[config.mk]
export PLATFORM = sky130hd
export DESIGN_NAME = tod_counter_with_alarm_latch_flat
export DESIGN_NICKNAME = d
export VERILOG_FILES = /design/src/tcal_pkg.sv /design/src/tcal_req_if.sv /design/src/tcal_rsp_if.sv /design/src/tod_counter_with_alarm_latch.sv /design/src/tcal_div.sv /design/src/tcal_adv.sv /design/src/flat_wrapper.sv
export SDC_FILE = /design/constraint.sdc
export NUM_CORES = 1
export LEC_CHECK = 0
export BUFFER_PORTS_ARGS = -buffer_cell sky130_fd_sc_hd__buf_4
export CELL_PAD_IN_SITES_DETAIL_PLACEMENT = 1
export CELL_PAD_IN_SITES_GLOBAL_PLACEMENT = 1
export CORE_ASPECT_RATIO = 0.5
export CORE_UTILIZATION = 35
export CTS_CLUSTER_DIAMETER = 100
export CTS_CLUSTER_SIZE = 28
export DETAILED_ROUTE_END_ITERATION = 8
export PLACE_DENSITY = 0.56
export SETUP_SLACK_MARGIN = 0.5
export SLEW_MARGIN = 25
export SYNTH_ARGS = -nofsm -noshare
export SYNTH_HDL_FRONTEND = slang
export SYNTH_SLANG_ARGS = --single-unit
export TNS_END_PERCENT = 20
[constraint.sdc]
create_clock -name clk -period 6.3 [get_ports clk]
set_input_delay 0.63 -clock clk [delete_from_list [all_inputs] [get_ports clk]]
set_output_delay 0.63 -clock clk [all_outputs]
set_load 0.01 [all_outputs]
[src/tcal_pkg.sv]
// shared types and constants of the time-of-day counter with alarm latch
// no dependencies; imported by the interfaces, the serial units and the top level
package tcal_pkg;

    localparam int AMT_W     = 16;
    localparam int DIVISOR_W = 16;
    localparam int SUM_W     = 17;
    localparam int BYTE_W    = 8;
    localparam int DIGIT_W   = 4;
    localparam int WIDE_W    = 32;

    localparam logic [1:0] REQ_TICK  = 2'd0;
    localparam logic [1:0] REQ_PULSE = 2'd1;
    localparam logic [1:0] REQ_READ  = 2'd2;
    localparam logic [1:0] REQ_WRITE = 2'd3;

    localparam logic [1:0] SEL_LOW   = 2'd0;
    localparam logic [1:0] SEL_MID   = 2'd1;
    localparam logic [1:0] SEL_HIGH  = 2'd2;
    localparam logic [1:0] SEL_OTHER = 2'd3;

    localparam logic [WIDE_W-1:0] KEEP_LOW  = 32'h00FF_FF00;
    localparam logic [WIDE_W-1:0] KEEP_MID  = 32'h00FF_00FF;
    localparam logic [WIDE_W-1:0] KEEP_HIGH = 32'h0000_FFFF;
    localparam logic [WIDE_W-1:0] ALARM_RST = 32'h0000_FFFF;

    localparam logic [BYTE_W-1:0] OTHER_READ = 8'hFF;

    typedef struct packed {
        logic                 done;
        logic [SUM_W-1:0]     quot;
        logic [DIVISOR_W-1:0] rem;
    } div_res_t;

    typedef struct packed {
        logic done;
        logic hit;
    } adv_stat_t;

endpackage

[src/tcal_req_if.sv]
// request channel: valid/ready handshake carrying one request word
// depends on tcal_pkg
interface tcal_req_if import tcal_pkg::*; ();

    logic              valid;
    logic              ready;
    logic [1:0]        req_type;
    logic [AMT_W-1:0]  amount;
    logic [1:0]        reg_sel;
    logic [BYTE_W-1:0] write_data;
    logic              write_to_alarm;

    modport source (
        output valid,
        output req_type,
        output amount,
        output reg_sel,
        output write_data,
        output write_to_alarm,
        input  ready
    );

    modport sink (
        input  valid,
        input  req_type,
        input  amount,
        input  reg_sel,
        input  write_data,
        input  write_to_alarm,
        output ready
    );

endinterface

[src/tcal_rsp_if.sv]
// response channel: valid/ready handshake carrying one response word
// depends on tcal_pkg
interface tcal_rsp_if import tcal_pkg::*; ();

    logic              valid;
    logic              ready;
    logic [BYTE_W-1:0] read_data;
    logic              alarm_hit;

    modport source (
        output valid,
        output read_data,
        output alarm_hit,
        input  ready
    );

    modport sink (
        input  valid,
        input  read_data,
        input  alarm_hit,
        output ready
    );

endinterface

[src/tod_counter_with_alarm_latch.sv]
// time-of-day counter with alarm compare and read latch, top level
// depends on tcal_pkg, tcal_req_if, tcal_rsp_if, tcal_div, tcal_adv
// tick word: the divider runs, then the digit-serial advance, then the result waits in S_DONE
// pulse word: advance only; read, write and no-op words go straight to S_DONE
// one word in flight (req.ready only in S_IDLE); S_DONE waits for a free output register
// rst_n clears count, latch and run state, alarm to 0x00FFFF, divisor to 0
module tod_counter_with_alarm_latch import tcal_pkg::*; #(
    parameter int COUNT_WIDTH = 24
) (
    input  logic                 clk,
    input  logic                 rst_n,
    tcal_req_if.sink             req,
    tcal_rsp_if.source           rsp,
    input  logic                 cfg_we,
    input  logic [DIVISOR_W-1:0] cfg_wdata
);

    typedef enum logic [1:0] {
        S_IDLE,
        S_DIV,
        S_ADV,
        S_DONE
    } state_t;

    state_t                 state_reg, state_next;
    logic [DIVISOR_W-1:0]   tpi_reg, tpi_next;
    logic [COUNT_WIDTH-1:0] count_reg, count_next;
    logic [COUNT_WIDTH-1:0] alarm_reg, alarm_next;
    logic [COUNT_WIDTH-1:0] latched_reg, latched_next;
    logic                   latch_on_reg, latch_on_next;
    logic                   stopped_reg, stopped_next;
    logic [DIVISOR_W-1:0]   prem_reg, prem_next;
    logic [BYTE_W-1:0]      res_data_reg, res_data_next;
    logic                   res_hit_reg, res_hit_next;
    logic                   out_valid_reg, out_valid_next;
    logic [BYTE_W-1:0]      out_data_reg, out_data_next;
    logic                   out_hit_reg, out_hit_next;

    logic                   accept;
    logic                   out_free;
    logic                   div_start;
    logic [SUM_W-1:0]       dividend;
    div_res_t               div_res;
    logic                   adv_start;
    logic [SUM_W-1:0]       adv_steps;
    logic [COUNT_WIDTH-1:0] adv_count;
    adv_stat_t              adv_stat;
    logic [COUNT_WIDTH-1:0] wr_tgt;
    logic [COUNT_WIDTH-1:0] wr_val;
    logic [WIDE_W-1:0]      tgt_wide;
    logic [WIDE_W-1:0]      cnt_wide;
    logic [WIDE_W-1:0]      lat_wide;

    assign accept    = req.valid && req.ready;
    assign out_free  = !out_valid_reg || rsp.ready;
    assign req.ready = (state_reg == S_IDLE);
    assign rsp.valid     = out_valid_reg;
    assign rsp.read_data = out_data_reg;
    assign rsp.alarm_hit = out_hit_reg;

    assign dividend  = {1'b0, prem_reg} + {1'b0, req.amount};
    assign adv_steps = (state_reg == S_DIV) ? div_res.quot : SUM_W'(req.amount);

    tcal_div u_div (
        .clk      (clk),
        .rst_n    (rst_n),
        .start    (div_start),
        .dividend (dividend),
        .divisor  (tpi_reg),
        .res      (div_res)
    );

    tcal_adv #(
        .COUNT_WIDTH (COUNT_WIDTH)
    ) u_adv (
        .clk       (clk),
        .rst_n     (rst_n),
        .start     (adv_start),
        .count_in  (count_reg),
        .alarm_in  (alarm_reg),
        .steps     (adv_steps),
        .count_out (adv_count),
        .stat      (adv_stat)
    );

    always_comb
    begin
        wr_tgt   = req.write_to_alarm ? alarm_reg : count_reg;
        tgt_wide = WIDE_W'(wr_tgt);
        cnt_wide = WIDE_W'(count_reg);
        lat_wide = WIDE_W'(latched_reg);
        case (req.reg_sel)
            SEL_LOW:
                wr_val = COUNT_WIDTH'((tgt_wide & KEEP_LOW) | WIDE_W'(req.write_data));
            SEL_MID:
                wr_val = COUNT_WIDTH'((tgt_wide & KEEP_MID)
                                      | (WIDE_W'(req.write_data) << BYTE_W));
            SEL_HIGH:
                wr_val = COUNT_WIDTH'((tgt_wide & KEEP_HIGH)
                                      | (WIDE_W'(req.write_data) << (2 * BYTE_W)));
            default:
                wr_val = wr_tgt;
        endcase
    end

    always_comb
    begin
        state_next    = state_reg;
        tpi_next      = cfg_we ? cfg_wdata : tpi_reg;
        count_next    = count_reg;
        alarm_next    = alarm_reg;
        latched_next  = latched_reg;
        latch_on_next = latch_on_reg;
        stopped_next  = stopped_reg;
        prem_next     = prem_reg;
        res_data_next = res_data_reg;
        res_hit_next  = res_hit_reg;
        out_valid_next = out_valid_reg && !rsp.ready;
        out_data_next = out_data_reg;
        out_hit_next  = out_hit_reg;
        div_start     = 1'b0;
        adv_start     = 1'b0;
        case (state_reg)
            S_IDLE:
            begin
                if (accept)
                begin
                    res_data_next = '0;
                    res_hit_next  = 1'b0;
                    state_next    = S_DONE;
                    case (req.req_type)
                        REQ_TICK:
                        begin
                            if ((req.amount != '0) && (tpi_reg != '0) && !stopped_reg)
                            begin
                                div_start  = 1'b1;
                                state_next = S_DIV;
                            end
                        end
                        REQ_PULSE:
                        begin
                            if (req.amount != '0)
                            begin
                                adv_start  = 1'b1;
                                state_next = S_ADV;
                            end
                        end
                        REQ_READ:
                        begin
                            case (req.reg_sel)
                                SEL_LOW:
                                begin
                                    if (latch_on_reg)
                                    begin
                                        res_data_next = lat_wide[BYTE_W-1:0];
                                        latch_on_next = 1'b0;
                                    end
                                    else
                                    begin
                                        res_data_next = cnt_wide[BYTE_W-1:0];
                                    end
                                end
                                SEL_MID:
                                    res_data_next = latch_on_reg ? lat_wide[2*BYTE_W-1:BYTE_W]
                                                                 : cnt_wide[2*BYTE_W-1:BYTE_W];
                                SEL_HIGH:
                                begin
                                    latched_next  = count_reg;
                                    latch_on_next = 1'b1;
                                    res_data_next = cnt_wide[3*BYTE_W-1:2*BYTE_W];
                                end
                                SEL_OTHER:
                                    res_data_next = OTHER_READ;
                                default:
                                    res_data_next = OTHER_READ;
                            endcase
                        end
                        REQ_WRITE:
                        begin
                            if (req.write_to_alarm)
                            begin
                                alarm_next = wr_val;
                            end
                            else
                            begin
                                count_next   = wr_val;
                                stopped_next = (req.reg_sel != SEL_LOW);
                            end
                        end
                        default:
                            state_next = S_DONE;
                    endcase
                end
            end
            S_DIV:
            begin
                if (div_res.done)
                begin
                    prem_next  = div_res.rem;
                    adv_start  = 1'b1;
                    state_next = S_ADV;
                end
            end
            S_ADV:
            begin
                if (adv_stat.done)
                begin
                    count_next   = adv_count;
                    res_hit_next = adv_stat.hit;
                    state_next   = S_DONE;
                end
            end
            S_DONE:
            begin
                if (out_free)
                begin
                    out_valid_next = 1'b1;
                    out_data_next  = res_data_reg;
                    out_hit_next   = res_hit_reg;
                    state_next     = S_IDLE;
                end
            end
            default:
                state_next = S_IDLE;
        endcase
    end

    always_ff @(posedge clk or negedge rst_n)
    begin
        if (!rst_n)
        begin
            state_reg     <= S_IDLE;
            tpi_reg       <= '0;
            count_reg     <= '0;
            alarm_reg     <= COUNT_WIDTH'(ALARM_RST);
            latched_reg   <= '0;
            latch_on_reg  <= 1'b0;
            stopped_reg   <= 1'b0;
            prem_reg      <= '0;
            res_data_reg  <= '0;
            res_hit_reg   <= 1'b0;
            out_valid_reg <= 1'b0;
            out_data_reg  <= '0;
            out_hit_reg   <= 1'b0;
        end
        else
        begin
            state_reg     <= state_next;
            tpi_reg       <= tpi_next;
            count_reg     <= count_next;
            alarm_reg     <= alarm_next;
            latched_reg   <= latched_next;
            latch_on_reg  <= latch_on_next;
            stopped_reg   <= stopped_next;
            prem_reg      <= prem_next;
            res_data_reg  <= res_data_next;
            res_hit_reg   <= res_hit_next;
            out_valid_reg <= out_valid_next;
            out_data_reg  <= out_data_next;
            out_hit_reg   <= out_hit_next;
        end
    end

    // divider and advance unit only report completion in their own phase
    assert property (@(posedge clk) disable iff (!rst_n)
        div_res.done |-> (state_reg == S_DIV))
        else $error("divider done outside divide phase");

    assert property (@(posedge clk) disable iff (!rst_n)
        adv_stat.done |-> (state_reg == S_ADV))
        else $error("advance done outside advance phase");

    assert property (@(posedge clk) disable iff (!rst_n)
        (state_reg == S_DONE && out_free) |=> (rsp.valid && state_reg == S_IDLE))
        else $error("finished word not moved to output register");

    assert property (@(posedge clk) disable iff (!rst_n)
        (state_reg != S_IDLE) |=> ($stable(stopped_reg) && $stable(alarm_reg)))
        else $error("run state or alarm changed while a word is in flight");

endmodule

[src/tcal_div.sv]
// bit-serial restoring divider for the prescaler, one quotient bit per cycle
// depends on tcal_pkg
module tcal_div import tcal_pkg::*; (
    input  logic                 clk,
    input  logic                 rst_n,
    input  logic                 start,
    input  logic [SUM_W-1:0]     dividend,
    input  logic [DIVISOR_W-1:0] divisor,
    output div_res_t             res
);

    localparam int STEPS = SUM_W;
    localparam int CNT_W = $clog2(STEPS + 1);

    logic [DIVISOR_W-1:0] rem_reg,  rem_next;
    logic [SUM_W-1:0]     quot_reg, quot_next;
    logic [DIVISOR_W-1:0] dsr_reg,  dsr_next;
    logic [CNT_W-1:0]     cnt_reg,  cnt_next;
    logic                 busy_reg, busy_next;
    logic                 done_reg, done_next;

    logic [DIVISOR_W:0]   trial;
    logic [DIVISOR_W:0]   diff;
    logic                 take;

    always_comb
    begin
        trial     = {rem_reg, quot_reg[SUM_W-1]};
        diff      = trial - {1'b0, dsr_reg};
        take      = (trial >= {1'b0, dsr_reg});
        rem_next  = rem_reg;
        quot_next = quot_reg;
        dsr_next  = dsr_reg;
        cnt_next  = cnt_reg;
        busy_next = busy_reg;
        done_next = 1'b0;
        if (start)
        begin
            rem_next  = '0;
            quot_next = dividend;
            dsr_next  = divisor;
            cnt_next  = CNT_W'(STEPS);
            busy_next = 1'b1;
        end
        else if (busy_reg)
        begin
            rem_next  = take ? diff[DIVISOR_W-1:0] : trial[DIVISOR_W-1:0];
            quot_next = {quot_reg[SUM_W-2:0], take};
            cnt_next  = cnt_reg - 1'b1;
            if (cnt_reg == CNT_W'(1))
            begin
                busy_next = 1'b0;
                done_next = 1'b1;
            end
        end
    end

    always_ff @(posedge clk or negedge rst_n)
    begin
        if (!rst_n)
        begin
            cnt_reg  <= '0;
            busy_reg <= 1'b0;
            done_reg <= 1'b0;
        end
        else
        begin
            cnt_reg  <= cnt_next;
            busy_reg <= busy_next;
            done_reg <= done_next;
        end
    end

    always_ff @(posedge clk)
    begin
        rem_reg  <= rem_next;
        quot_reg <= quot_next;
        dsr_reg  <= dsr_next;
    end

    assign res.done = done_reg;
    assign res.quot = quot_reg;
    assign res.rem  = rem_reg;

endmodule

[src/tcal_adv.sv]
// digit-serial counter advance: adds the step count and checks whether any
// step lands on the alarm, four bits per cycle, lsb first; depends on tcal_pkg
module tcal_adv import tcal_pkg::*; #(
    parameter int COUNT_WIDTH = 24
) (
    input  logic                   clk,
    input  logic                   rst_n,
    input  logic                   start,
    input  logic [COUNT_WIDTH-1:0] count_in,
    input  logic [COUNT_WIDTH-1:0] alarm_in,
    input  logic [SUM_W-1:0]       steps,
    output logic [COUNT_WIDTH-1:0] count_out,
    output adv_stat_t              stat
);

    localparam int SPAN   = (COUNT_WIDTH > SUM_W) ? COUNT_WIDTH : SUM_W;
    localparam int NDIG   = (SPAN + DIGIT_W - 1) / DIGIT_W;
    localparam int LEN    = NDIG * DIGIT_W;
    localparam int CNT_W  = $clog2(NDIG + 1);

    logic [LEN-1:0]   c_sh_reg, c_sh_next;
    logic [LEN-1:0]   a_sh_reg, a_sh_next;
    logic [LEN-1:0]   n_sh_reg, n_sh_next;
    logic [LEN-1:0]   m_sh_reg, m_sh_next;
    logic             cy_sum_reg, cy_sum_next;
    logic             cy_dist_reg, cy_dist_next;
    logic             lt_reg, lt_next;
    logic [CNT_W-1:0] left_reg, left_next;
    logic             busy_reg, busy_next;
    logic             done_reg, done_next;

    logic [DIGIT_W-1:0] c_d, a_d, n_d, m_d;
    logic [DIGIT_W:0]   sum;
    logic [DIGIT_W:0]   dsum;
    logic [DIGIT_W-1:0] sum_dig;
    logic [DIGIT_W-1:0] dist_dig;

    always_comb
    begin
        c_d      = c_sh_reg[DIGIT_W-1:0];
        a_d      = a_sh_reg[DIGIT_W-1:0];
        n_d      = n_sh_reg[DIGIT_W-1:0];
        m_d      = m_sh_reg[DIGIT_W-1:0];
        // count + steps, and alarm - count - 1 as alarm + ~count
        sum      = {1'b0, c_d} + {1'b0, n_d} + {{DIGIT_W{1'b0}}, cy_sum_reg};
        dsum     = {1'b0, a_d} + {1'b0, ~c_d} + {{DIGIT_W{1'b0}}, cy_dist_reg};
        sum_dig  = sum[DIGIT_W-1:0] & m_d;
        dist_dig = dsum[DIGIT_W-1:0] & m_d;

        c_sh_next    = c_sh_reg;
        a_sh_next    = a_sh_reg;
        n_sh_next    = n_sh_reg;
        m_sh_next    = m_sh_reg;
        cy_sum_next  = cy_sum_reg;
        cy_dist_next = cy_dist_reg;
        lt_next      = lt_reg;
        left_next    = left_reg;
        busy_next    = busy_reg;
        done_next    = 1'b0;
        if (start)
        begin
            c_sh_next    = LEN'(count_in);
            a_sh_next    = LEN'(alarm_in);
            n_sh_next    = LEN'(steps);
            m_sh_next    = LEN'({COUNT_WIDTH{1'b1}});
            cy_sum_next  = 1'b0;
            cy_dist_next = 1'b0;
            lt_next      = 1'b0;
            left_next    = CNT_W'(NDIG);
            busy_next    = 1'b1;
        end
        else if (busy_reg)
        begin
            c_sh_next    = {sum_dig, c_sh_reg[LEN-1:DIGIT_W]};
            a_sh_next    = {{DIGIT_W{1'b0}}, a_sh_reg[LEN-1:DIGIT_W]};
            n_sh_next    = {{DIGIT_W{1'b0}}, n_sh_reg[LEN-1:DIGIT_W]};
            m_sh_next    = {{DIGIT_W{1'b0}}, m_sh_reg[LEN-1:DIGIT_W]};
            cy_sum_next  = sum[DIGIT_W];
            cy_dist_next = dsum[DIGIT_W];
            // lsb-first magnitude compare: distance below step count
            lt_next      = (dist_dig < n_d) || ((dist_dig == n_d) && lt_reg);
            left_next    = left_reg - 1'b1;
            if (left_reg == CNT_W'(1))
            begin
                busy_next = 1'b0;
                done_next = 1'b1;
            end
        end
    end

    always_ff @(posedge clk or negedge rst_n)
    begin
        if (!rst_n)
        begin
            left_reg <= '0;
            busy_reg <= 1'b0;
            done_reg <= 1'b0;
        end
        else
        begin
            left_reg <= left_next;
            busy_reg <= busy_next;
            done_reg <= done_next;
        end
    end

    always_ff @(posedge clk)
    begin
        c_sh_reg    <= c_sh_next;
        a_sh_reg    <= a_sh_next;
        n_sh_reg    <= n_sh_next;
        m_sh_reg    <= m_sh_next;
        cy_sum_reg  <= cy_sum_next;
        cy_dist_reg <= cy_dist_next;
        lt_reg      <= lt_next;
    end

    assign count_out = c_sh_reg[COUNT_WIDTH-1:0];
    assign stat.done = done_reg;
    assign stat.hit  = lt_reg;

endmodule

[src/flat_wrapper.sv]
// flat-port wrapper written by rule: the top's interface ports become plain ports
module tod_counter_with_alarm_latch_flat import tcal_pkg::*;
#(
    parameter int COUNT_WIDTH = 24
)
  (clk, rst_n, cfg_we, cfg_wdata, req_valid, req_req_type, req_amount, req_reg_sel, req_write_data, req_write_to_alarm, req_ready, rsp_valid, rsp_read_data, rsp_alarm_hit, rsp_ready);
  tcal_req_if req_i ();
  tcal_rsp_if rsp_i ();
  input  logic clk;
  input  logic rst_n;
  input  logic cfg_we;
  input  logic [DIVISOR_W-1:0] cfg_wdata;
  input wire logic [$bits(req_i.valid)-1:0] req_valid;
  input wire logic [$bits(req_i.req_type)-1:0] req_req_type;
  input wire logic [$bits(req_i.amount)-1:0] req_amount;
  input wire logic [$bits(req_i.reg_sel)-1:0] req_reg_sel;
  input wire logic [$bits(req_i.write_data)-1:0] req_write_data;
  input wire logic [$bits(req_i.write_to_alarm)-1:0] req_write_to_alarm;
  output wire logic [$bits(req_i.ready)-1:0] req_ready;
  output wire logic [$bits(rsp_i.valid)-1:0] rsp_valid;
  output wire logic [$bits(rsp_i.read_data)-1:0] rsp_read_data;
  output wire logic [$bits(rsp_i.alarm_hit)-1:0] rsp_alarm_hit;
  input wire logic [$bits(rsp_i.ready)-1:0] rsp_ready;
  assign req_i.valid = req_valid;
  assign req_i.req_type = req_req_type;
  assign req_i.amount = req_amount;
  assign req_i.reg_sel = req_reg_sel;
  assign req_i.write_data = req_write_data;
  assign req_i.write_to_alarm = req_write_to_alarm;
  assign req_ready = req_i.ready;
  assign rsp_valid = rsp_i.valid;
  assign rsp_read_data = rsp_i.read_data;
  assign rsp_alarm_hit = rsp_i.alarm_hit;
  assign rsp_i.ready = rsp_ready;
  tod_counter_with_alarm_latch #(.COUNT_WIDTH(COUNT_WIDTH)) u_core (.clk(clk), .rst_n(rst_n), .req(req_i), .rsp(rsp_i), .cfg_we(cfg_we), .cfg_wdata(cfg_wdata));
endmodule
Yosys cells after proc, flatten, opt, wreduce, memory -nomap -nowiden
Cells that the tools add are included.
{"block": "op_classes", "magnitude_cmp": 2, "n_eq_ne": 18, "mux": 60, "n_bitwise": 7, "addsub": 8, "n_reduce_logical": 30}
{"cell": "2-to-1 mux 24 bit", "n": 9}
{"cell": "2-to-1 mux 17 bit", "n": 5}
{"cell": "case mux 24 bit (3 select lines)", "n": 1}
{"cell": "case mux 24 bit (2 select lines)", "n": 1}
{"cell": "case mux 8 bit (4 select lines)", "n": 1}
{"cell": "nonzero test 16 bit", "n": 2}
{"cell": "2-to-1 mux 1 bit", "n": 25}
{"cell": "2-to-1 mux 8 bit", "n": 3}
{"cell": "OR 16 x 24 -> 24 bit", "n": 1}
{"cell": "OR 24 x 16 -> 24 bit", "n": 1}
{"cell": "OR 24 x 8 -> 24 bit", "n": 1}
{"cell": "AND reduction 4 bit", "n": 5}
{"cell": "adder 16 x 16 -> 17 bit", "n": 1}
{"cell": "greater-or-equal comparator 17 x 16 -> 1 bit", "n": 1}
{"cell": "2-to-1 mux 16 bit", "n": 1}
{"cell": "subtractor 16 bit", "n": 1}
{"cell": "== test 2 bit, second input constant", "n": 6}
{"cell": "adder 4 x 4 -> 5 bit", "n": 2}
{"cell": "adder 5 x 1 -> 5 bit", "n": 2}
{"cell": "2-to-1 mux 2 bit", "n": 5}
{"cell": "2-to-1 mux 5 bit", "n": 2}
{"cell": "!= test 2 bit, second input constant", "n": 5}
{"cell": "nonzero test 2 bit", "n": 5}
{"cell": "AND 4 bit", "n": 2}
{"cell": "21 further kinds", "n": 37}
{"block": "totals", "in_bits": 50, "wordCells": 154, "ff_bits": 272, "output_inout_bits": 11}

Longest topological paths before layout
Gate-level depths: netlist of run 1.
{"block": "depth", "ltp_word": 8, "depth_mapped": 12, "depth_no_buf": 12}

By module
A second synthesis of run 1 with hierarchy kept.
{"block": "hier_totals", "cells_unflattened": 1139, "area_unflattened_um2": 13369.1}
{"module": "tod_counter_with_alarm_latch", "area_per_inst_um2": 6630.1, "seq_area_each_um2": 2997.9, "instances": 1, "cells_per_inst": 616}
{"module": "tcal_adv", "area_per_inst_um2": 3697.3, "seq_area_each_um2": 2257.2, "instances": 1, "cells_per_inst": 244}
{"module": "tcal_div", "area_per_inst_um2": 3041.7, "seq_area_each_um2": 1486.4, "instances": 1, "cells_per_inst": 279}

Worst setup path after synthesis of run 1
Ideal clock, no wire load.
{"block": "synth_path", "path_type": "input -> register", "startpoint": "in req_amount[7]", "endpoint": "reg u_core.u_adv.a_sh_reg[0], enable pin", "arrival_time_ps": 3003, "setup_slack_ps": 2601, "required_ps": 5604, "cell_stages": 8, "path_buffers": 3, "setup_ps": 696, "path_cell_list": "nor4_1 -> a41oi_1 -> nand4_1 -> and2_1 -> buf_2 -> buf_2 -> buf_1 -> nand2_1"}
{"block": "synth_between", "elab_chain_cells": 6}
{"item": "start, declared", "line_no": "flat_wrapper.sv:15", "rtl": "input wire logic [$bits(req_i.amount)-1:0] req_amount;"}
{"item": "nonzero test 16 bit", "line_no": "tod_counter_with_alarm_latch.sv:142", "rtl": "if (req.amount != '0)"}
{"item": "2-to-1 mux 1 bit", "line_no": "tod_counter_with_alarm_latch.sv:142"}
{"item": "2-to-1 mux 1 bit", "line_no": "tod_counter_with_alarm_latch.sv:131", "rtl": "case (req.req_type)"}
{"item": "2-to-1 mux 1 bit", "line_no": "tod_counter_with_alarm_latch.sv:126", "rtl": "if (accept)"}
{"item": "case mux 1 bit (2 select lines)", "line_no": "tod_counter_with_alarm_latch.sv:123", "rtl": "case (state_reg)"}
{"item": "nonzero test 2 bit (no line)"}
{"item": "end signal, assigned", "line_no": "tcal_adv.sv:110", "rtl": "a_sh_reg <= a_sh_next;"}
{"item": "end, declared", "line_no": "tcal_adv.sv:22", "rtl": "logic [LEN-1:0] a_sh_reg, a_sh_next;"}
Every way passes these cells.
A chain may end at the register's enable or synchronous reset.

Worst setup path after layout of run 1
{"block": "layout_path", "startpoint": "reg u_core.state_reg[1]", "endpoint": "reg u_core.u_adv.n_sh_reg[12], enable pin"}
{"block": "layout_between", "elab_chain_cells": 5, "elab_cells_between_ends": 6, "cone_classes": "1 x eq/ne; 2 x mux; 3 x reduce/logical"}
{"item": "start, declared", "line_no": "tod_counter_with_alarm_latch.sv:25", "rtl": "state_t state_reg, state_next;"}
{"item": "start signal, assigned", "line_no": "tod_counter_with_alarm_latch.sv:248", "rtl": "state_reg <= state_next;"}
{"item": "logical NOT 2 bit", "line_no": "tod_counter_with_alarm_latch.sv:56, tod_counter_with_alarm_latch.sv:123"}
{"item": "logical AND 1 bit", "line_no": "tod_counter_with_alarm_latch.sv:54", "rtl": "assign accept = req.valid && req.ready;"}
{"item": "2-to-1 mux 1 bit", "line_no": "tod_counter_with_alarm_latch.sv:126"}
{"item": "case mux 1 bit (2 select lines) *", "line_no": "tod_counter_with_alarm_latch.sv:123"}
{"item": "nonzero test 2 bit (no line) *"}
{"item": "end signal, assigned", "line_no": "tcal_adv.sv:111", "rtl": "n_sh_reg <= n_sh_next;"}
{"item": "end, declared", "line_no": "tcal_adv.sv:23", "rtl": "logic [LEN-1:0] n_sh_reg, n_sh_next;"}
Every way passes the cells marked *; elsewhere a longest branch is shown, timed or not.

==> flow_metrics.env, run 1 <==
export IMPL_crit_top_cell="buf_4"
export IMPL_cpPeakStageDelay_ns=0.71
export IMPL_fill_cells=4051
export IMPL_grt_pass1_vias=9931
export IMPL_crit_chain="inv_1 -> ha_2 -> nand2_1 -> and2_2 -> buf_4 -> nand2_2 -> buf_4"
export IMPL_netlist_area_mm2=0.0131
export IMPL_place_hpwl_um=24400
export IMPL_p_per_area_mw_per_mm2=498
export IMPL_postCtsSetupBuffers=0
export IMPL_holdWs_ns=0.127
export IMPL_postRouteWirelength_um=34600
export IMPL_firstDrtPassIters=4
export IMPL_grt_setup_unrepaired="false"
export IMPL_seq_area_frac_synth_pct=51.5
export IMPL_cp_required_ns=6.44
export IMPL_wire_per_inst_um=19.3
export IMPL_ctsResizeCount=0
export IMPL_start_kind="flip-flop"
export IMPL_drt_iter0_drc=482
export IMPL_cts_root_buf="clkbuf_16"
export IMPL_finalSetupViolations=0
export IMPL_final_area_mm2=0.0144
export IMPL_ys_async_sr_fraction_pct=51.6
export IMPL_max_freq_mhz=266
export IMPL_antenna_found_initial=0
export IMPL_grt_max_degree=88
export IMPL_p_leak_nw=6.28
export IMPL_rr_startpoint="u_core.state_reg[1]"
export IMPL_nets=1412
export IMPL_fin_skew_ns=0.0360
export IMPL_die_x_um=275
export IMPL_hold_viol=0
export IMPL_cp_arrival_ns=3.90
export IMPL_end_kind="flip-flop"
export IMPL_io_pins=61
export IMPL_setup_tns_ns=0
export IMPL_hp_class="in2async"
export IMPL_synth_cells=1289
export IMPL_synth_fp_nets=1395
export IMPL_num_rows=49
export IMPL_synth_edf_count=98
export IMPL_grt_pass1_wl_um=56000
export IMPL_core_area_mm2=0.0364
export IMPL_ys_types=69
export IMPL_port_buffer_count=60
export IMPL_hold_buffers=0
export IMPL_num_antenna_cells=0
export IMPL_drv_cap=0
export IMPL_drive_above_1_share_pct=14.1
export IMPL_slew_viol_final=0
export IMPL_period_share_pct=59.7
export IMPL_cts_sinks=254
export IMPL_start_util_pct=36.0
export IMPL_worst_path_max_fanout=87
export IMPL_multi_input_area_mm2=0.00590
export IMPL_cts_htree_levels=1
export IMPL_post_route_min_period_ns=3.76
export IMPL_tritoncts="done"
export IMPL_slowest_stage="buf_4"
export IMPL_grtUsageTotal_pct=18.6
export IMPL_ys_ff_latch=254
export IMPL_slew_headroom_pct=28.4
export IMPL_ant_nets=0
export IMPL_synth_area_per_cell_um2=10.2
export IMPL_viasPerCell=5.18
export IMPL_critPathLaunch="u_core.state_reg[1]"
export IMPL_yosys_warnings=0
export IMPL_vias=9306
export IMPL_max_vdd_ir_drop_mv=0.276
export IMPL_overflow=0
export IMPL_status="finished, final reports clean"
export IMPL_synth_ff_type="dfrtp_1"
export IMPL_gp_congestion=0.853
export IMPL_seq_area_mm2=0.00674
export IMPL_die_area_mm2=0.0382
export IMPL_post_place_cells=1775
export IMPL_layoutNonFillerInstCount=1796
export IMPL_path_class="reg2reg"
export IMPL_drc_errors=0
export IMPL_area_delta_synth_final_pct=9.89
export IMPL_placed_cell_area_mm2=0.0140
export IMPL_worst_skew_pair_late_latency_ns=0.50
export IMPL_clock_path_buffers=3
export IMPL_tightest_slew_ns=1.07
export IMPL_clk_pin_slew_ns=0.12
export IMPL_die_height_um=139
export IMPL_fin_util_pct=39.5
export IMPL_cts_buffers=13
## stage by stage
stage / worst slack, ns / power [W]
6_report: 2.54 / 0.00716
4_1_cts: 1.87 / 0.00728
5_1_grt: 2.19 / 0.00777
3_3_place_gp: 2.08 / 0.00611
2_1_floorplan: 2.60 / 0.00525
3_5_place_dp: 1.87 / 0.00623
## final timing paths
check,end,slack (ns),depth (start not counted)
worst min register to register,u_core.u_div.dsr_reg[11],0.44,0
worst min-delay path,u_core.latched_reg[4],0.13,1
worst max register to register,u_core.u_adv.n_sh_reg[12],2.54,7
min in group clk,u_core.tpi_reg[12],0.35,2
worst max-delay path,u_core.u_adv.n_sh_reg[12],2.54,7
max in group asynchronous,u_core.tpi_reg[11],4.83,2
## where the power goes
part | leakage (nW) | internal, W | total (W) | switching [W]
clock | 0.191 | 0.000427 | 0.00100 | 0.000573
combinational | 3.34 | 0.00128 | 0.00299 | 0.00171
sequential | 2.75 | 0.00259 | 0.00317 | 0.000583
total | 6.28 | 0.00430 | 0.00716 | 0.00286
## metal layers
| metal | vias up | part of all wire, % | global-route usage [%] |
|---|---|---|---|
| li1 | 4519 | - | - |
| met1 | 4672 | 47 | 24.9 |
| met2 | 84 | 49 | 32.1 |
| met3 | 31 | 2.4 | 2.48 |
| met4 | 0 | 1.8 | 3.55 |
| met5 | - | 0 | 0 |
## cell type report
| class | instances | area share, % |
|---|---|---|
| clock buffer | 20 | 2.59 |
| multi-input combinational | 915 | 41.0 |
| sequential | 254 | 46.9 |
| inverter | 50 | 1.31 |
| timing repair buffer | 72 | 3.79 |
| clock inverter | 1 | 0.209 |
| tap | 484 | 4.21 |
## synth_stat cells (9+ instances only)
master,count,share of area [%]
clkbuf_1,56,1.6
nand3_1,12,0.46
dfstp_2,16,3.2
xor2_1,9,0.60
nor2b_1,11,0.53
mux2_2,62,5.3
dfxtp_1,25,3.8
inv_1,50,1.4
mux2i_1,56,4.3
nor4_1,9,0.43
nand4_1,10,0.48
o21ai_0,95,3.6
xnor2_1,22,1.5
buf_2,10,0.38
and2_1,9,0.43
a211oi_1,13,0.75
a21oi_1,108,4.1
ha_1,50,4.8
dfrtp_1,115,22
a21o_1,24,1.4
nand2_1,222,6.4
edfxtp_1,98,22
nor2_1,102,2.9
## logic make-up after synthesis
logic type,Yosys count,synth area share (%)
flops,254,51.5
fa+ha+maj,56,5.70
compound gates,299,13.6
buf+inv,120,3.60
simple gates,403,13.1
xor+xnor,31,2.08
mux,126,10.4
## cells in the final DEF, fill, tap and decap left out, types with 8 or more instances in the layout
| cell | n |
|---|---|
| nor2_1 | 102 |
| nand4_1 | 10 |
| nor4_1 | 9 |
| xor2_1 | 9 |
| edfxtp_1 | 98 |
| nand2_1 | 221 |
| xnor2_1 | 22 |
| a211oi_1 | 12 |
| a22oi_1 | 8 |
| and2_1 | 8 |
| ha_1 | 49 |
| a21oi_1 | 108 |
| buf_4 | 71 |
| nand3_1 | 12 |
| mux2i_1 | 56 |
| mux2_2 | 62 |
| a31oi_1 | 8 |
| clkbuf_16 | 14 |
| dfrtp_1 | 115 |
| inv_1 | 50 |
| nand2b_1 | 8 |
| o21ai_0 | 95 |
| nor2b_1 | 9 |
| dfstp_2 | 16 |
| a21o_1 | 24 |
| dfxtp_1 | 25 |
## critical path: cells and delay by family, from the launching register on
| kind | cells | cell delay (ns) |
|---|---|---|
| DFF | 1 | 0.43 |
| and+or+nand+nor | 3 | 1.15 |
| adders and majority gates | 1 | 0.58 |
| buffers and inverters | 3 | 1.18 |
No activity file was read; power rests on OpenSTA's default activity.
==> inputs of run 2 (changes only) <==
--- a/config.mk
+++ b/config.mk
@@ -5,6 +5,7 @@
 export SDC_FILE = /design/constraint.sdc
 export NUM_CORES = 1
 export LEC_CHECK = 0
+export ABC_AREA = 1
 export BUFFER_PORTS_ARGS = -buffer_cell sky130_fd_sc_hd__buf_4
 export CELL_PAD_IN_SITES_DETAIL_PLACEMENT = 1
 export CELL_PAD_IN_SITES_GLOBAL_PLACEMENT = 1
@@ -13,7 +14,7 @@
 export CTS_CLUSTER_DIAMETER = 100
 export CTS_CLUSTER_SIZE = 28
 export DETAILED_ROUTE_END_ITERATION = 8
-export PLACE_DENSITY = 0.56
+export PLACE_DENSITY = 0.58
 export SETUP_SLACK_MARGIN = 0.5
 export SLEW_MARGIN = 25
 export SYNTH_ARGS = -nofsm -noshare
==> constraint.sdc (replaced) <==
create_clock -name clk -period 3.8 [get_ports clk]
set_input_delay 0.38 -clock clk [delete_from_list [all_inputs] [get_ports clk]]
set_output_delay 0.38 -clock clk [all_outputs]
set_load 0.01 [all_outputs]
==> flow_metrics.env, run 2 <==
export IMPL_status="finished, violations left"
export IMPL_violations="hold timing"
export IMPL_postCtsSetupBuffers=0
export IMPL_netlist_area_mm2=0.0135
export IMPL_drv_cap=0
export IMPL_clk_pin_slew_ns=0.12
export IMPL_start_kind="flip-flop"
export IMPL_place_hpwl_um=29900
export IMPL_pwr_share_clk_pct=13.7
export IMPL_overflow=0
export IMPL_start_util_pct=35.8
export IMPL_placed_cell_area_mm2=0.0144
export IMPL_switching_share_pct=43.4
export IMPL_slew_viol_final=0
export IMPL_post_place_cells=2153
export IMPL_num_antenna_cells=0
export IMPL_die_height_um=141
export IMPL_ys_ff_latch=254
export IMPL_p_per_area_mw_per_mm2=808
export IMPL_p_leak_nw=6.86
export IMPL_slew_headroom_pct=33.8
export IMPL_r2r_cells=9
export IMPL_synth_cells=1627
export IMPL_seq_area_frac_synth_pct=50.0
export IMPL_clock_path_buffers=3
export IMPL_grt_pass1_wl_um=66700
export IMPL_synth_ff_type="dfrtp_1"
export IMPL_post_route_min_period_ns=2.90
export IMPL_core_area_mm2=0.0377
export IMPL_port_buffer_count=60
export IMPL_finalSetupViolations=0
export IMPL_grt_setup_unrepaired="false"
export IMPL_ys_top_cells_by_count="nand2_1, o21ai_0, inv_1, dfrtp_1, edfxtp_1"
export IMPL_synth_top_cell_by_area="edfxtp_1"
export IMPL_worst_skew_pair_late_latency_ns=0.53
export IMPL_internal_power_w=0.00675
export IMPL_layout_cells_most_common="nand2_1"
export IMPL_drc_errors=0
export IMPL_cts_root_buf="clkbuf_16"
export IMPL_synth_edf_count=98
export IMPL_fin_skew_ns=0.0639
export IMPL_tritoncts="done"
export IMPL_switchingPower_w=0.00518
export IMPL_reg2reg_slack_ns=0.90
export IMPL_drive_above_1_share_pct=8.28
export IMPL_cts_sinks=254
export IMPL_setup_tns_ns=0
export IMPL_worst_path_max_fanout=97
export IMPL_grt_max_degree=100
export IMPL_rr_startpoint="u_core.state_reg[0]"
export IMPL_ys_async_sr_fraction_pct=51.6
export IMPL_ctsResizeCount=0
export IMPL_final_area_mm2=0.0148
export IMPL_hold_viol=23
export IMPL_cts_htree_levels=1
export IMPL_max_vdd_ir_drop_mv=0.269
export IMPL_ant_nets=0
export IMPL_drt_iter0_drc=553
export IMPL_vias=10900
export IMPL_final_cell_mix="nand2_1, o21ai_0, inv_1"
export IMPL_die_area_mm2=0.0394
export IMPL_num_rows=50
export IMPL_io_pins=61
export IMPL_reg2reg_to="u_core.u_adv.count_out[10]"
export IMPL_combPwrFrac_pct=43.9
export IMPL_ys_types=44
export IMPL_synth_area_top_cells="edfxtp_1, dfrtp_1, nand2_1"
export IMPL_synth_fp_nets=1733
export IMPL_end_kind="flip-flop"
export IMPL_pwr_share_seq_pct=42.4
export IMPL_tightest_slew_ns=0.993
export IMPL_cts_buffers=13
export IMPL_hp_class="in2async"
export IMPL_postRouteWirelength_um=40600
export IMPL_grtUsageTotal_pct=21.5
export IMPL_viasPerCell=5.00
export IMPL_path_class="reg2reg"
export IMPL_area_delta_synth_final_pct=9.47
export IMPL_grt_pass1_vias=11800
export IMPL_holdWs_ns=-0.0453
export IMPL_cp_arrival_ns=3.13
export IMPL_antenna_found_initial=0
export IMPL_layoutNonFillerInstCount=2175
export IMPL_nets=1754
export IMPL_netlist_area_leader_share_pct=21.8
export IMPL_fin_util_pct=39.2
export IMPL_hold_buffers=0
export IMPL_firstDrtPassIters=5
export IMPL_yosys_warnings=0
export IMPL_die_x_um=280
export IMPL_period_share_pct=76.4
export IMPL_yosysMostFrequentCell="nand2_1"
export IMPL_max_freq_mhz=344
export IMPL_synth_area_per_cell_um2=8.29
export IMPL_wire_per_inst_um=18.7
export IMPL_cp_required_ns=4.03
export IMPL_gp_congestion=0.849
run 2: cell count changes in the layout (fill, tap and decap cells not counted), sizes merged, moves of 12 or more:
cell	change
nand2	+264
inv	+147
o21ai	+116
nand3	+78
mux2	-64
mux2i	-56
a21oi	-43
o211ai	+32
nor2	-27
a21o	-24
xnor2	-12
run 2: area by class of cell:
cell class	instances	area, µm²
fillers	4518	22900
flip-flops and latches	254	6740
multi-input cells	1109	5680
inverters	197	739
well taps	520	651
repair buffers	73	567
clock buffers	20	352
clock inverters	2	38.8
run 2: power groups by stage:
stage          combinational (W)  clock [W]  sequential [W]
6_report                 0.00523    0.00164         0.00505
5_1_grt                  0.00606    0.00180         0.00519
4_1_cts                  0.00533    0.00171         0.00507
3_5_place_dp             0.00531          0         0.00512
3_3_place_gp             0.00515          0         0.00508
2_1_floorplan            0.00379          0         0.00481
run 2: cells by family after synthesis:
kind of cell    synth area share, %
fa+ha+maj                      5.53
buf+inv                        7.97
mux                           0.417
xor+xnor                       1.23
compound gates                 13.8
flops                          50.0
simple gates                   21.0
run 2: worst max-delay path by stage:
stage | endpoint | from | slack [ns]
global route | u_core.u_adv.count_out[16] | u_core.state_reg[0] | 0.67
global placement | u_core.u_div.quot_reg[6] | req_amount[4] | 1.06
detailed placement | u_core.u_adv.count_out[13] | u_core.state_reg[0] | 0.98
finish | u_core.u_adv.count_out[10] | u_core.state_reg[0] | 0.90
floorplan | u_core.u_adv.a_sh_reg[0] | u_core.state_reg[0] | 0.55
CTS | u_core.u_adv.count_out[10] | u_core.state_reg[0] | 0.92
run 2: per-stage QoR:
step                      total power [W]  worst slack (ns)  hold WS [ns]
after floorplan                   0.00860             0.549        0.0844
after global placement             0.0102              1.06         0.431
after detailed placement           0.0104             0.976         0.434
after CTS                          0.0121             0.924        0.0178
after global routing               0.0131             0.671        0.0104
final                              0.0119             0.896       -0.0453
run 2: critical path, stage by stage, from the launching register on:
cell,delay (ns)
dfrtp_1,0.43
inv_1,0.10
ha_1,0.27
nand2_2,0.22
inv_1,0.23
nand4_1,0.15
nand2_1,0.09
inv_2,0.07
buf_4,0.73
o21ai_0,0.24
run 2: per-layer routing:
metal	up-vias	routed length [µm]	GRT usage (%)
li1	5366	-	-
met1	5406	19200	28.9
met2	76	20200	38.5
met3	22	782	2.14
met4	0	418	2.62
met5	-	0	0
==> inputs of run 3 (changes only) <==
==> constraint.sdc (replaced) <==
create_clock -name clk -period 2.9 [get_ports clk]
set_input_delay 0.29 -clock clk [delete_from_list [all_inputs] [get_ports clk]]
set_output_delay 0.29 -clock clk [all_outputs]
set_load 0.01 [all_outputs]
==> flow_metrics.env, run 3 (synthesized netlist as in run 2, its figures left out) <==
export IMPL_firstDrtPassIters=5
export IMPL_p_per_area_mw_per_mm2=1040
export IMPL_final_cell_mix="nand2_1, o21ai_0, inv_1"
export IMPL_start_kind="flip-flop"
export IMPL_clk_pin_slew_ns=0.11
export IMPL_cts_root_buf="clkbuf_16"
export IMPL_cp_required_ns=3.15
export IMPL_p_leak_nw=6.99
export IMPL_clock_path_buffers=3
export IMPL_place_hpwl_um=29500
export IMPL_setup_tns_ns=0
export IMPL_start_util_pct=35.8
export IMPL_slowest_stage="dfrtp_1"
export IMPL_placed_cell_area_mm2=0.0145
export IMPL_worst_path_max_fanout=77
export IMPL_grt_setup_unrepaired="true"
export IMPL_layout_cells_most_common="nand2_1"
export IMPL_drv_cap=0
export IMPL_slew_headroom_pct=51.8
export IMPL_cts_htree_levels=1
export IMPL_drc_errors=0
export IMPL_tightest_slew_ns=0.724
export IMPL_final_area_mm2=0.0151
export IMPL_cp_arrival_ns=2.50
export IMPL_cpPeakStageDelay_ns=0.41
export IMPL_die_area_mm2=0.0394
export IMPL_viasPerCell=5.02
export IMPL_cts_buffers=13
export IMPL_slew_viol_final=0
export IMPL_fin_util_pct=40.0
export IMPL_io_pins=61
export IMPL_end_kind="flip-flop"
export IMPL_cts_sinks=254
export IMPL_overflow=0
export IMPL_fill_cells=4516
export IMPL_grt_max_degree=78
export IMPL_fin_skew_ns=0.0519
export IMPL_vias=11000
export IMPL_ant_nets=0
export IMPL_grt_pass1_vias=11300
export IMPL_worst_skew_pair_late_latency_ns=0.51
export IMPL_grt_pass1_wl_um=64800
export IMPL_num_antenna_cells=0
export IMPL_hp_class="in2reg"
export IMPL_drt_iter0_drc=657
export IMPL_finalSetupViolations=0
export IMPL_die_x_um=280
export IMPL_crit_chain="inv_1 -> ha_1 -> nand2_2 -> clkinvlp_4 -> nand4_1 -> nand2_1 -> inv_2 -> buf_16 -> o21ai_0"
export IMPL_path_delay_family="buffers and inverters"
export IMPL_max_vdd_ir_drop_mv=0.423
export IMPL_path_class="reg2reg"
export IMPL_port_buffer_count=60
export IMPL_grtUsageTotal_pct=20.9
export IMPL_status="finished, final reports clean"
export IMPL_period_share_pct=77.7
export IMPL_die_height_um=141
export IMPL_num_rows=50
export IMPL_antenna_found_initial=1
export IMPL_post_route_min_period_ns=2.25
export IMPL_area_delta_synth_final_pct=11.8
export IMPL_postRouteWirelength_um=40500
export IMPL_drive_above_1_share_pct=8.87
export IMPL_core_area_mm2=0.0377
export IMPL_tritoncts="done"
export IMPL_crit_buf_inv=4
export IMPL_nets=1780
export IMPL_hold_viol=0
export IMPL_gp_congestion=0.837
export IMPL_totalPowerFinal_w=0.0157
export IMPL_max_freq_mhz=444
export IMPL_wire_per_inst_um=18.4
[run 3: cell types whose count changed in the layout (fill, tap and decap cells not counted), moves of 2 or more]
cell / before / now
dlygate4sd3_1: 0 / 14
buf_4: 71 / 78
buf_16: 0 / 2
buf_6: 0 / 2
[run 3: area by class of cell]
class	count	area (µm²)	share of cell area (%)
timing repair buffer	99	868	5.76
clock inverter	1	30.0	0.199
tap	520	651	4.32
inverter	197	743	4.93
clock buffer	20	352	2.33
sequential	254	6740	44.7
multi-input combinational	1109	5690	37.8
[run 3: report_power, final]
part	leakage, nW	switching, W	total [W]	internal, W
Clock	0.180	0.00126	0.00214	0.000875
Combinational	4.01	0.00449	0.00696	0.00248
Sequential	2.80	0.00100	0.00661	0.00561
[run 3: through the flow]
step                      hold slack, ns  setup slack [ns]  std cells
after floorplan                 -0.00559             0.640       1627
after global placement             0.347             0.515       2163
after detailed placement           0.367             0.390       2163
after CTS                        0.00452             0.478       2198
after global routing              0.0121             0.486       2200
final                             0.0243             0.648       2200
[run 3: worst paths after layout]
kind | startpoint | end | slack [ns] | depth (start not counted)
min in group asynchronous | rst_n | u_core.count_reg[13] | 0.35 | 2
worst min-delay path | cfg_wdata[13] | u_core.tpi_reg[13] | 0.02 | 2
worst max register to register | u_core.state_reg[0] | u_core.u_adv.count_out[1] | 0.65 | 9
worst max-delay path | u_core.state_reg[0] | u_core.u_adv.count_out[1] | 0.65 | 9
max in group asynchronous | rst_n | u_core.alarm_reg[6] | 1.77 | 3
worst min register to register | u_core.tpi_reg[8] | u_core.u_div.dsr_reg[8] | 0.40 | 0
[run 3: worst reg2reg max path, stage by stage (launching register included)]
cell and delay (ns):
dfrtp_1 0.41, inv_1 0.08, ha_1 0.27, nand2_2 0.24
clkinvlp_4 0.16, nand4_1 0.10, nand2_1 0.09, inv_2 0.16
buf_16 0.29, o21ai_0 0.19
[run 3: routing by layer]
| layer | GRT usage (%) | part of all wire (%) |
|---|---|---|
| met1 | 28.2 | 48 |
| met2 | 36.3 | 48 |
| met3 | 2.68 | 2.8 |
| met4 | 3.94 | 1.8 |
| met5 | 0 | 0.030 |
[run 3: timing repair]
item | 4_1_cts | 5_1_grt
buffers inserted | 0 | 1
hold buffers | 14 | 0
cloned | 0 | 1
resized for setup | 3 | 2
endpoints found under the hold margin | 72 | 0
endpoints found under the setup margin | 57 | 110
